===== src/hdl/flbt_pkg.sv =====
`timescale 1ns / 1ps
// Shared types and constants of the failure lockout backoff table.
// No dependencies; the controller, datapath and top level import this package.

package flbt_pkg;

   // Operation codes carried in the request opcode field.
   typedef enum logic [2:0] {
      OP_CHECK  = 3'd0,
      OP_RECORD = 3'd1,
      OP_DELETE = 3'd2,
      OP_READ   = 3'd3,
      OP_SWEEP  = 3'd4
   } flbt_op_type;

   // Configuration register indexes.
   localparam logic [2:0] CSR_LIMITER_ON   = 3'd0;
   localparam logic [2:0] CSR_ATTEMPTS     = 3'd1;
   localparam logic [2:0] CSR_BASE_LOCK    = 3'd2;
   localparam logic [2:0] CSR_LOCK_CAP     = 3'd3;
   localparam logic [2:0] CSR_GROWTH       = 3'd4;

   // Backoff accumulator: seconds with 16 fraction bits, saturating at 2^41.
   localparam int          ACC_W     = 42;
   localparam int          MUL_SPLIT = 21;
   localparam int          PROD_W    = MUL_SPLIT + 16;
   localparam logic [ACC_W-1:0] ACC_SAT = 42'h200_0000_0000;

   localparam logic [6:0]  REMOVED_MAX = 7'd127;
   localparam logic [7:0]  FAILS_MAX   = 8'hFF;
   localparam logic [23:0] WAIT_MAX    = 24'hFF_FFFF;

   typedef struct packed {
      logic        limiter_on;
      logic [7:0]  attempts_before_lock;
      logic [23:0] base_lock_sec;
      logic [23:0] lock_cap_sec;
      logic [15:0] growth_factor_q8;
   } flbt_cfg_type;

   // One table record as stored in the RAM.
   typedef struct packed {
      logic        valid;
      logic [7:0]  fails;
      logic [31:0] lock_end;
      logic [31:0] last_fail;
      logic [31:0] first_fail;
   } flbt_entry_type;

   typedef struct packed {
      logic [23:0] wait_seconds;
      logic        entry_present;
      logic [7:0]  fail_total;
      logic [31:0] locked_until_sec;
      logic [31:0] last_fail_time;
      logic [31:0] first_fail_time;
      logic [6:0]  removed_count;
   } flbt_result_type;

   // Commands from the controller to the datapath.
   typedef struct packed {
      logic clr_wr;
      logic load_item;
      logic key_rd;
      logic eval;
      logic mul_lo;
      logic mul_hi;
      logic acc_upd;
      logic dur;
      logic commit;
      logic swp_rd;
      logic swp_ev;
      logic out_load;
   } flbt_cmd_type;

   // Status from the datapath to the controller.
   typedef struct packed {
      logic [2:0] op;
      logic       rec_lock;
      logic       steps_zero;
      logic       idx_last;
   } flbt_status_type;

endpackage


===== src/hdl/flbt_ctrl.sv =====
`timescale 1ns / 1ps
// Controller of the failure lockout table: sequences clear pass, lookups,
// the backoff multiply loop, the sweep and the result handoff. Uses flbt_pkg.

module flbt_ctrl (
   input  logic                     clock,
   input  logic                     reset,
   input  logic                     req_valid,
   output logic                     req_ready,
   output logic                     rsp_valid,
   input  logic                     rsp_ready,
   input  flbt_pkg::flbt_status_type status,
   output flbt_pkg::flbt_cmd_type    cmd
);

   import flbt_pkg::*;

   typedef enum logic [3:0] {
      ST_CLEAR,
      ST_IDLE,
      ST_READ,
      ST_EVAL,
      ST_LOOP,
      ST_MUL_LO,
      ST_MUL_HI,
      ST_ACC,
      ST_DUR,
      ST_COMMIT,
      ST_SWEEP_RD,
      ST_SWEEP_EV,
      ST_FINISH
   } state_type;

   state_type state_ff, state_in;
   logic      rsp_valid_ff, rsp_valid_in;
   logic      out_free;

   assign out_free = !rsp_valid_ff || rsp_ready;

   always_comb begin
      state_in     = state_ff;
      rsp_valid_in = rsp_valid_ff && !rsp_ready;
      cmd          = '0;
      case (state_ff)
         ST_CLEAR: begin
            cmd.clr_wr = 1'b1;
            if (status.idx_last) begin
               state_in = ST_IDLE;
            end
         end
         ST_IDLE: begin
            if (req_valid) begin
               cmd.load_item = 1'b1;
               state_in      = ST_READ;
            end
         end
         ST_READ: begin
            cmd.key_rd = 1'b1;
            case (status.op)
               OP_CHECK, OP_RECORD, OP_DELETE, OP_READ: state_in = ST_EVAL;
               OP_SWEEP: state_in = ST_SWEEP_RD;
               default:  state_in = ST_FINISH;
            endcase
         end
         ST_EVAL: begin
            cmd.eval = 1'b1;
            state_in = status.rec_lock ? ST_LOOP : ST_FINISH;
         end
         ST_LOOP: begin
            state_in = status.steps_zero ? ST_DUR : ST_MUL_LO;
         end
         ST_MUL_LO: begin
            cmd.mul_lo = 1'b1;
            state_in   = ST_MUL_HI;
         end
         ST_MUL_HI: begin
            cmd.mul_hi = 1'b1;
            state_in   = ST_ACC;
         end
         ST_ACC: begin
            cmd.acc_upd = 1'b1;
            state_in    = ST_LOOP;
         end
         ST_DUR: begin
            cmd.dur  = 1'b1;
            state_in = ST_COMMIT;
         end
         ST_COMMIT: begin
            cmd.commit = 1'b1;
            state_in   = ST_FINISH;
         end
         ST_SWEEP_RD: begin
            cmd.swp_rd = 1'b1;
            state_in   = ST_SWEEP_EV;
         end
         ST_SWEEP_EV: begin
            cmd.swp_ev = 1'b1;
            state_in   = status.idx_last ? ST_FINISH : ST_SWEEP_RD;
         end
         ST_FINISH: begin
            if (out_free) begin
               cmd.out_load = 1'b1;
               rsp_valid_in = 1'b1;
               state_in     = ST_IDLE;
            end
         end
         default: state_in = ST_IDLE;
      endcase
   end

   always_ff @(posedge clock) begin
      if (reset) begin
         state_ff     <= ST_CLEAR;
         rsp_valid_ff <= 1'b0;
      end else begin
         state_ff     <= state_in;
         rsp_valid_ff <= rsp_valid_in;
      end
   end

   assign req_ready = (state_ff == ST_IDLE);
   assign rsp_valid = rsp_valid_ff;

   // Never overwrite a word that the receiver has not taken.
   a_no_overwrite: assert property (@(posedge clock) disable iff (reset)
      cmd.out_load |-> (!rsp_valid_ff || rsp_ready))
      else $error("result word overwritten while stalled");

   // A new result appears only as the handoff out of the finish state.
   a_rsp_from_finish: assert property (@(posedge clock) disable iff (reset)
      $rose(rsp_valid_ff) |-> $past(state_ff == ST_FINISH))
      else $error("result valid raised outside finish");

   // Accepting a word always starts the table lookup.
   a_accept_reads: assert property (@(posedge clock) disable iff (reset)
      (req_valid && req_ready) |=> (state_ff == ST_READ))
      else $error("accepted word did not start a lookup");

endmodule


===== config.mk =====
export PLATFORM = sky130hd
export DESIGN_NAME = flbt_ctrl
export DESIGN_NICKNAME = d
export VERILOG_FILES = /design/src/hdl/flbt_pkg.sv /design/src/hdl/flbt_ctrl.sv
export SDC_FILE = /design/constraint.sdc
export NUM_CORES = 1
export LEC_CHECK = 0
export BUFFER_PORTS_ARGS = -buffer_cell sky130_fd_sc_hd__buf_2
export CORE_AREA = 2 2 39 41
export CTS_CLUSTER_DIAMETER = 30
export CTS_CLUSTER_SIZE = 20
export DETAILED_ROUTE_END_ITERATION = 8
export DIE_AREA = 0 0 41 43
export PLACE_DENSITY = 0.66
export REMOVE_ABC_BUFFERS = 1
export SLEW_MARGIN = 20
export SYNTH_ARGS = -nofsm -noshare
export SYNTH_HDL_FRONTEND = slang
export SYNTH_SLANG_ARGS = --single-unit
export TNS_END_PERCENT = 1

===== constraint.sdc =====
create_clock -name clock -period 1.25 [get_ports clock]
set_input_delay 0.3125 -clock clock [delete_from_list [all_inputs] [get_ports clock]]
set_output_delay 0.3125 -clock clock [all_outputs]
set_load 0.03 [all_outputs]

After elaboration in Yosys (flattened, before gate mapping)
Cells that the tools add are included.
Widths: inputs -> output; s select.
Cells by class
  equality and inequality tests: 19
  reduce and logical (&&, ||, !) cells: 8
  muxes and demuxes: 24
Operator list (number)
  $pmux 4 s13: 1
  $eq 4x4->1 const B: 5
  $mux 4: 5
  $eq 4x3->1 const B: 4
  $mux 1: 16
  $eq 4x2->1 const B: 2
  $pmux 4 s2: 1
  $eq 3x2->1 const B: 2
  $ne 2x2->1 const B: 3
  $eq 4x1->1 const B: 1
  $logic_not 4->1: 1
  $reduce_or 4->1: 1
  $eq 3x1->1 const B: 1
  $eq 3x3->1 const B: 1
  $logic_not 3->1: 1
  $mux 3: 1
  $reduce_and 3->1: 1
  $logic_not 1->1: 2
  $logic_and 1x1->1: 1
  $logic_or 1x1->1: 1
Word-level totals
  register bits after elaboration: 5
  output and inout bits: 14
  input bits: 10

Logic depth before layout (Yosys ltp)
Gate-level depths: netlist of run 1.
  word-level depth: 4
  depth in mapped cells: 5

Least setup slack after synthesis of run 1
OpenSTA, ideal clock, no wires.
  kind: register to output
  from: reg state_ff[3]
  to: out cmd[11] in the netlist's numbering
  cell stages (with the launch flop): 3
  setup slack: -0.526 ns
  required time: 0.938 ns
  arrival time: 1.463 ns
  cells stage by stage: dfxtp_1 buf_4 nor4_1
RTL lines
  start: declaration: line flbt_ctrl.sv:34  | state_type state_ff, state_in;
  start signal: assignment: line flbt_ctrl.sv:116  | state_ff <= state_in;
  end: declaration: line flbt_ctrl.sv:13  | output flbt_pkg::flbt_cmd_type cmd

==> results of run 1 <==
==> cells by family after synthesis <==
group	Yosys count	share of synthesized area, %
AND/OR/NAND/NOR	30	36.2
flip-flops	5	21.8
multiplexers	1	2.18
buffers and inverters	7	11.2
AO/OA/AOI/OAI	19	28.6
==> cell usage in the layout, fill, tap and decap left out, types with 3 or more instances in the layout <==
cell type	n
nor2_1	6
buf_2	10
clkbuf_4	3
o21ai_0	3
a21oi_1	4
nand2_1	3
buf_4	19
nor3_2	4
buf_6	6
nand2b_1	4
==> layout make-up <==
cell class | instances | area share [%]
Multi-Input combinational cell | 50 | 45.8
Timing Repair Buffer | 36 | 33.3
Sequential cell | 5 | 13.3
Clock buffer | 4 | 3.18
Tap cell | 16 | 2.42
Inverter | 3 | 1.97
==> flip-flops by register name, summed over array words and instances, names as in the netlist <==
signal,cells
state_ff,4
rsp_valid,1
==> critical path, cell delays in order, from the launching register on <==
cell	delay [ps]
dfxtp_2	330
buf_6	130
nor3_4	190
and2_4	180
buf_6	120
==> repair_timing <==
item / in CTS / in global routing
endpoints found under the setup margin: 17 / 17
gates resized for setup: 33 / 9
pin swaps: 3 / 1
==> stage by stage <==
stage | area, um^2 | hold WS [ps]
3_5_place_dp | 657 | 545
2_1_floorplan | 424 | 378
3_3_place_gp | 657 | 548
4_1_cts | 786 | 280
6_report | 826 | 295
5_1_grt | 826 | 290
==> routing by layer <==
layer,track usage (%),vias to the layer above,routed length (um)
li1,-,300,-
met1,22.8,298,603
met2,29.7,25,805
met3,3.14,6,76
met4,8.00,0,45
met5,0,-,0
==> how the worst max path moves through the flow <==
stage / start / to / slack [ps]
finish: state_ff[1] / cmd[10] / -250
global route: state_ff[1] / cmd[10] / -320
CTS: state_ff[3] / cmd[9] / -240
detailed placement: state_ff[1] / state_ff[1] / -80
global placement: state_ff[3] / state_ff[0] / -40
floorplan: state_ff[0] / cmd[10] / -650
==> power by group <==
part | internal [mW] | switching (mW) | total (mW)
clock | 0.121 | 0.0705 | 0.191
sequential | 0.218 | 0.0679 | 0.286
combinational | 0.526 | 0.606 | 1.13
total | 0.865 | 0.745 | 1.61
==> results.py, run 1 <==
metrics = {
    "status": {
        "status": "complete, but fails checks",
        "violations": "negative setup slack",
    },
    "detailed_routing": {
        "drtIter0Drc": 12,
        "firstDrtPassIters": 4,
        "routed_wl_mm": 1.53,
        "vias": 629,
        "via_per_inst": 5.52,
        "antenna_left": 0,
        "routedWlPerCell_um": 13.4,
        "drc": 0,
    },
    "power": {
        "leakagePower_nw": 0.351,
        "power_density_nw_per_um2": 1950,
        "ir_worst_vdd_mv": 0.672,
        "p_total_mw": 1.61,
    },
    "critical_path": {
        "worstRegToRegCells": 6,
        "path_class": "reg -> out",
        "required_ps": 940,
        "crit_arrival_ps": 1190,
        "start_kind": "flop",
        "end_kind": "output port",
        "timing.rr.end": "state_ff[3]",
        "critPathMaxFanout": 4,
        "r2r_slack_ps": -30,
        "r2r_start": "state_ff[1]",
    },
    "timing": {
        "slew_viol_final": 0,
        "grt_setup_unrepaired": "true",
        "relSlewSlack_pct": 78.5,
        "fin_skew_ps": 0.712,
        "tightest_slew_ps": 321,
        "setup_slack_ps": -248,
        "finalCriticalPeriod_ps": 1500,
        "clock.fmax_mhz": 668,
        "fin_crit_sh_pct": 120,
        "setup_tns_ps": -2540,
        "setup_viol": 16,
        "hold_viol": 0,
    },
    "clock_network": {
        "holdBufCountCts": 0,
        "cts_buffers": 3,
        "cts.root.buffer_cell": "clkbuf_4",
        "clk-insertion-delay-late_ps": 240,
        "cts_sinks": 5,
        "cts_tree": "yes",
        "path_clk_slew_ps": 40,
        "clock_path_buffers": 2,
        "htreeDepth": 1,
        "postCtsSetupBuffers": 0,
    },
    "yosys": {
        "ys_ff_latch": 5,
        "yosys_warnings": 0,
        "synth_top_area_cell": "dfxtp_1",
        "synth_edf_count": 0,
        "syn_area_per_cell_um2": 7.41,
        "synthArstFlopShare_pct": 0,
        "ys.flop_type": "dfxtp_1",
        "synth_top_area_share_pct": 21.8,
        "seq_area_frac_synth_pct": 21.8,
        "synth_most_common_cell": "nor2_1",
        "yosys.cell_types.count": 32,
        "syn_area_um2": 459,
        "synthTopCellsByArea": "dfxtp_1 (22%), nand2b_1 (6.8%), nor3_1 (6.5%)",
        "synth_commonest_cells": "nor2_1 (8), nor3_1 (6), dfxtp_1 (5), nand2b_1 (5)",
        "syn_inst": 62,
    },
    "floorplan": {
        "die_h_um": 43,
        "chipWidth_um": 41,
        "core-area_um2": 1380,
        "rows": 14,
        "start_util_pct": 33.2,
        "dieArea_um2": 1760,
        "ios": 24,
    },
    "hold_path": {
        "hold_depth": 2,
        "holdPathEnd": "state_ff[2]",
        "hold_path_class": "in -> reg",
        "min_from": "reset",
    },
    "finish": {
        "drive_gt1_share_pct": 64.3,
        "final_cells": 114,
        "fill_cells": 131,
        "multi_input_area_um2": 378,
        "seq_area_um2": 110,
        "final_nets": 109,
        "diodes": 0,
        "final_util_pct": 59.7,
        "area_growth_pct": 79.8,
    },
    "global_routing": {
        "grt_pass1_vias": 508,
        "grt_pass1_wl_mm": 2.19,
        "track_usage_pct": 18.5,
        "gr-total-overflow": 0,
        "antenna_found_initial": 0,
        "grt_max_degree": 12,
    },
    "place": {
        "dp.cells": 110,
        "hpwl_mm": 1.00,
        "dp_worst_setup_slack_ps": -81.2,
        "port_buffers": 23,
        "place_congestion": 0.873,
    },
    "job": {
        "cap_violations": 0,
    },
}
Power figures use the tool's default switching activity.
==> run 2: changes to the inputs <==
- CAP_MARGIN: not set -> 20
- PLACE_DENSITY: 0.66 -> not set
- clock period: 1.25 -> 1.6 ns (I/O delays scaled with it)
==> run 2 against run 1 <==
Effect of this change: the flow still finishes with violations (negative setup slack); combinational power decreased by 39%; sequential power shrank 8.4%; register-to-register slack improved by 280 ps; routed wire length down 8.3%; clock skew increased by 2.6 ps; via count is 8.7% lower; clock power down 17%; critical path depth is the same; non-clock buffer count down 7; critical path type unchanged.
==> results.py, run 2 (synthesis results as in run 1) <==
metrics = {
    "timing": {
        "setup_slack_ps": -2.70,
        "fin_skew_ps": 3.30,
        "setup_viol": 1,
        "whs_ps": 372,
        "grt_setup_unrepaired": "true",
        "relSlewSlack_pct": 81.3,
        "hold_viol": 0,
        "slew_viol_final": 0,
        "clock.fmax_mhz": 624,
        "fin_crit_sh_pct": 100,
        "finalCriticalPeriod_ps": 1600,
        "tightest_slew_ps": 280,
    },
    "critical_path": {
        "crit_arrival_ps": 1200,
        "cp_top_family": "flip-flops",
        "critical_path.max_stage_delay_ps": 360,
        "critPathMostFrequentCell": "buf_4",
        "start_kind": "flop",
        "end_kind": "output port",
        "required_ps": 1200,
        "path_cells": "buf_4 > nand2_1 > nor3_1 > buf_4",
        "worst-path-buf-inv": 2,
        "path_class": "reg -> out",
        "critPathMaxFanout": 8,
        "critPathSlowestCell": "dfxtp_2",
    },
    "floorplan": {
        "dieArea_um2": 1760,
        "ios": 24,
        "core-area_um2": 1380,
        "chipWidth_um": 41,
        "die_h_um": 43,
        "rows": 14,
        "start_util_pct": 33.2,
    },
    "status": {
        "status": "complete, but fails checks",
        "violations": "negative setup slack",
    },
    "detailed_routing": {
        "drc": 0,
        "routedWlPerCell_um": 13.1,
        "vias": 574,
        "antenna_left": 0,
        "firstDrtPassIters": 4,
        "routed_wl_mm": 1.40,
        "via_per_inst": 5.36,
        "drtIter0Drc": 5,
    },
    "global_routing": {
        "grt_pass1_wl_mm": 2.19,
        "gr-total-overflow": 0,
        "antenna_found_initial": 0,
        "grt_pass1_vias": 527,
        "grt_max_degree": 13,
        "track_usage_pct": 18.9,
    },
    "clock_network": {
        "cts.root.buffer_cell": "clkbuf_4",
        "cts_tree": "yes",
        "holdBufCountCts": 0,
        "htreeDepth": 1,
        "clock_path_buffers": 2,
        "cts_sinks": 5,
        "path_clk_slew_ps": 50,
        "clk-insertion-delay-late_ps": 250,
        "cts_buffers": 3,
    },
    "finish": {
        "regMostFlops": "state_ff",
        "area_growth_pct": 57.8,
        "final_cell_mix": "buf_4 (14), buf_2 (12), nor2_1 (6)",
        "layout_commonest_cell": "buf_4",
        "final_nets": 102,
        "fin_area_um2": 724,
        "drive_gt1_share_pct": 54.9,
        "final_cells": 107,
        "largest_register_ffs": 4,
        "diodes": 0,
    },
    "power": {
        "ir_worst_vdd_mv": 0.553,
        "power_density_nw_per_um2": 1530,
        "leakagePower_nw": 0.303,
    },
    "place": {
        "hpwl_mm": 1.01,
        "place_congestion": 0.749,
        "placed_cell_area_um2": 589,
        "dp_worst_setup_slack_ps": 94.8,
        "dp.cells": 101,
        "port_buffers": 23,
    },
    "hold_path": {
        "hold_path_class": "in -> reg",
    },
    "job": {
        "cap_violations": 0,
    },
}
-- run 2: changes by cell type in the layout (fill, tap and decap cells not counted), moves of 2 or more --
| cell | before | now |
|---|---|---|
| buf_2 | 10 | 12 |
| buf_4 | 19 | 14 |
| buf_6 | 6 | 3 |
| nor3_1 | 2 | 4 |
| nor3_2 | 4 | 2 |
-- run 2: area by class of cell --
class	count	area [um^2]
flip-flops and latches	5	110
clock buffers	4	26.3
inverters	3	16.3
multi-input cells	50	353
fillers	144	659
well taps	16	20.0
repair buffers	29	199
-- run 2: power by group --
group | total [mW] | internal (mW) | leakage [nW] | switching (mW)
combinational | 0.690 | 0.313 | 0.245 | 0.377
clock | 0.158 | 0.0950 | 0.0150 | 0.0631
sequential | 0.262 | 0.171 | 0.0430 | 0.0913
total | 1.11 | 0.579 | 0.303 | 0.532
-- run 2: worst paths after layout --
| path | start | to | slack, ps | depth (start not counted) |
|---|---|---|---|---|
| max | state_ff[2] | cmd[7] | -3 | 4 |
| min | reset | state_ff[2] | 370 | 2 |
| max reg2reg | state_ff[0] | state_ff[0] | 250 | 5 |
| min reg2reg | state_ff[3] | state_ff[1] | 600 | 2 |
-- run 2: what timing repair did --
action	in CTS	in global routing
setup endpoints to repair	13	13
setup buffers	1	1
hold endpoints to repair	0	0
resized for setup	17	15
pin swaps	2	2
-- run 2: stage by stage --
step | TNS (ps) | util, % | power (mW)
after floorplan | -1210 | - | 0.621
after global placement | 0 | 42.6 | 0.807
after detailed placement | 0 | 42.6 | 0.801
after CTS | -43.3 | 48.7 | 1.07
after global routing | -235 | 52.4 | 1.20
final | -2.70 | 52.4 | 1.11
-- run 2: layer usage --
| layer | global-route usage [%] | up-vias | routed length [um] |
|---|---|---|---|
| li1 | - | 285 | - |
| met1 | 18.7 | 266 | 536 |
| met2 | 30.3 | 20 | 762 |
| met3 | 6.81 | 3 | 79 |
| met4 | 13.3 | 0 | 26 |
| met5 | 0 | - | 0 |
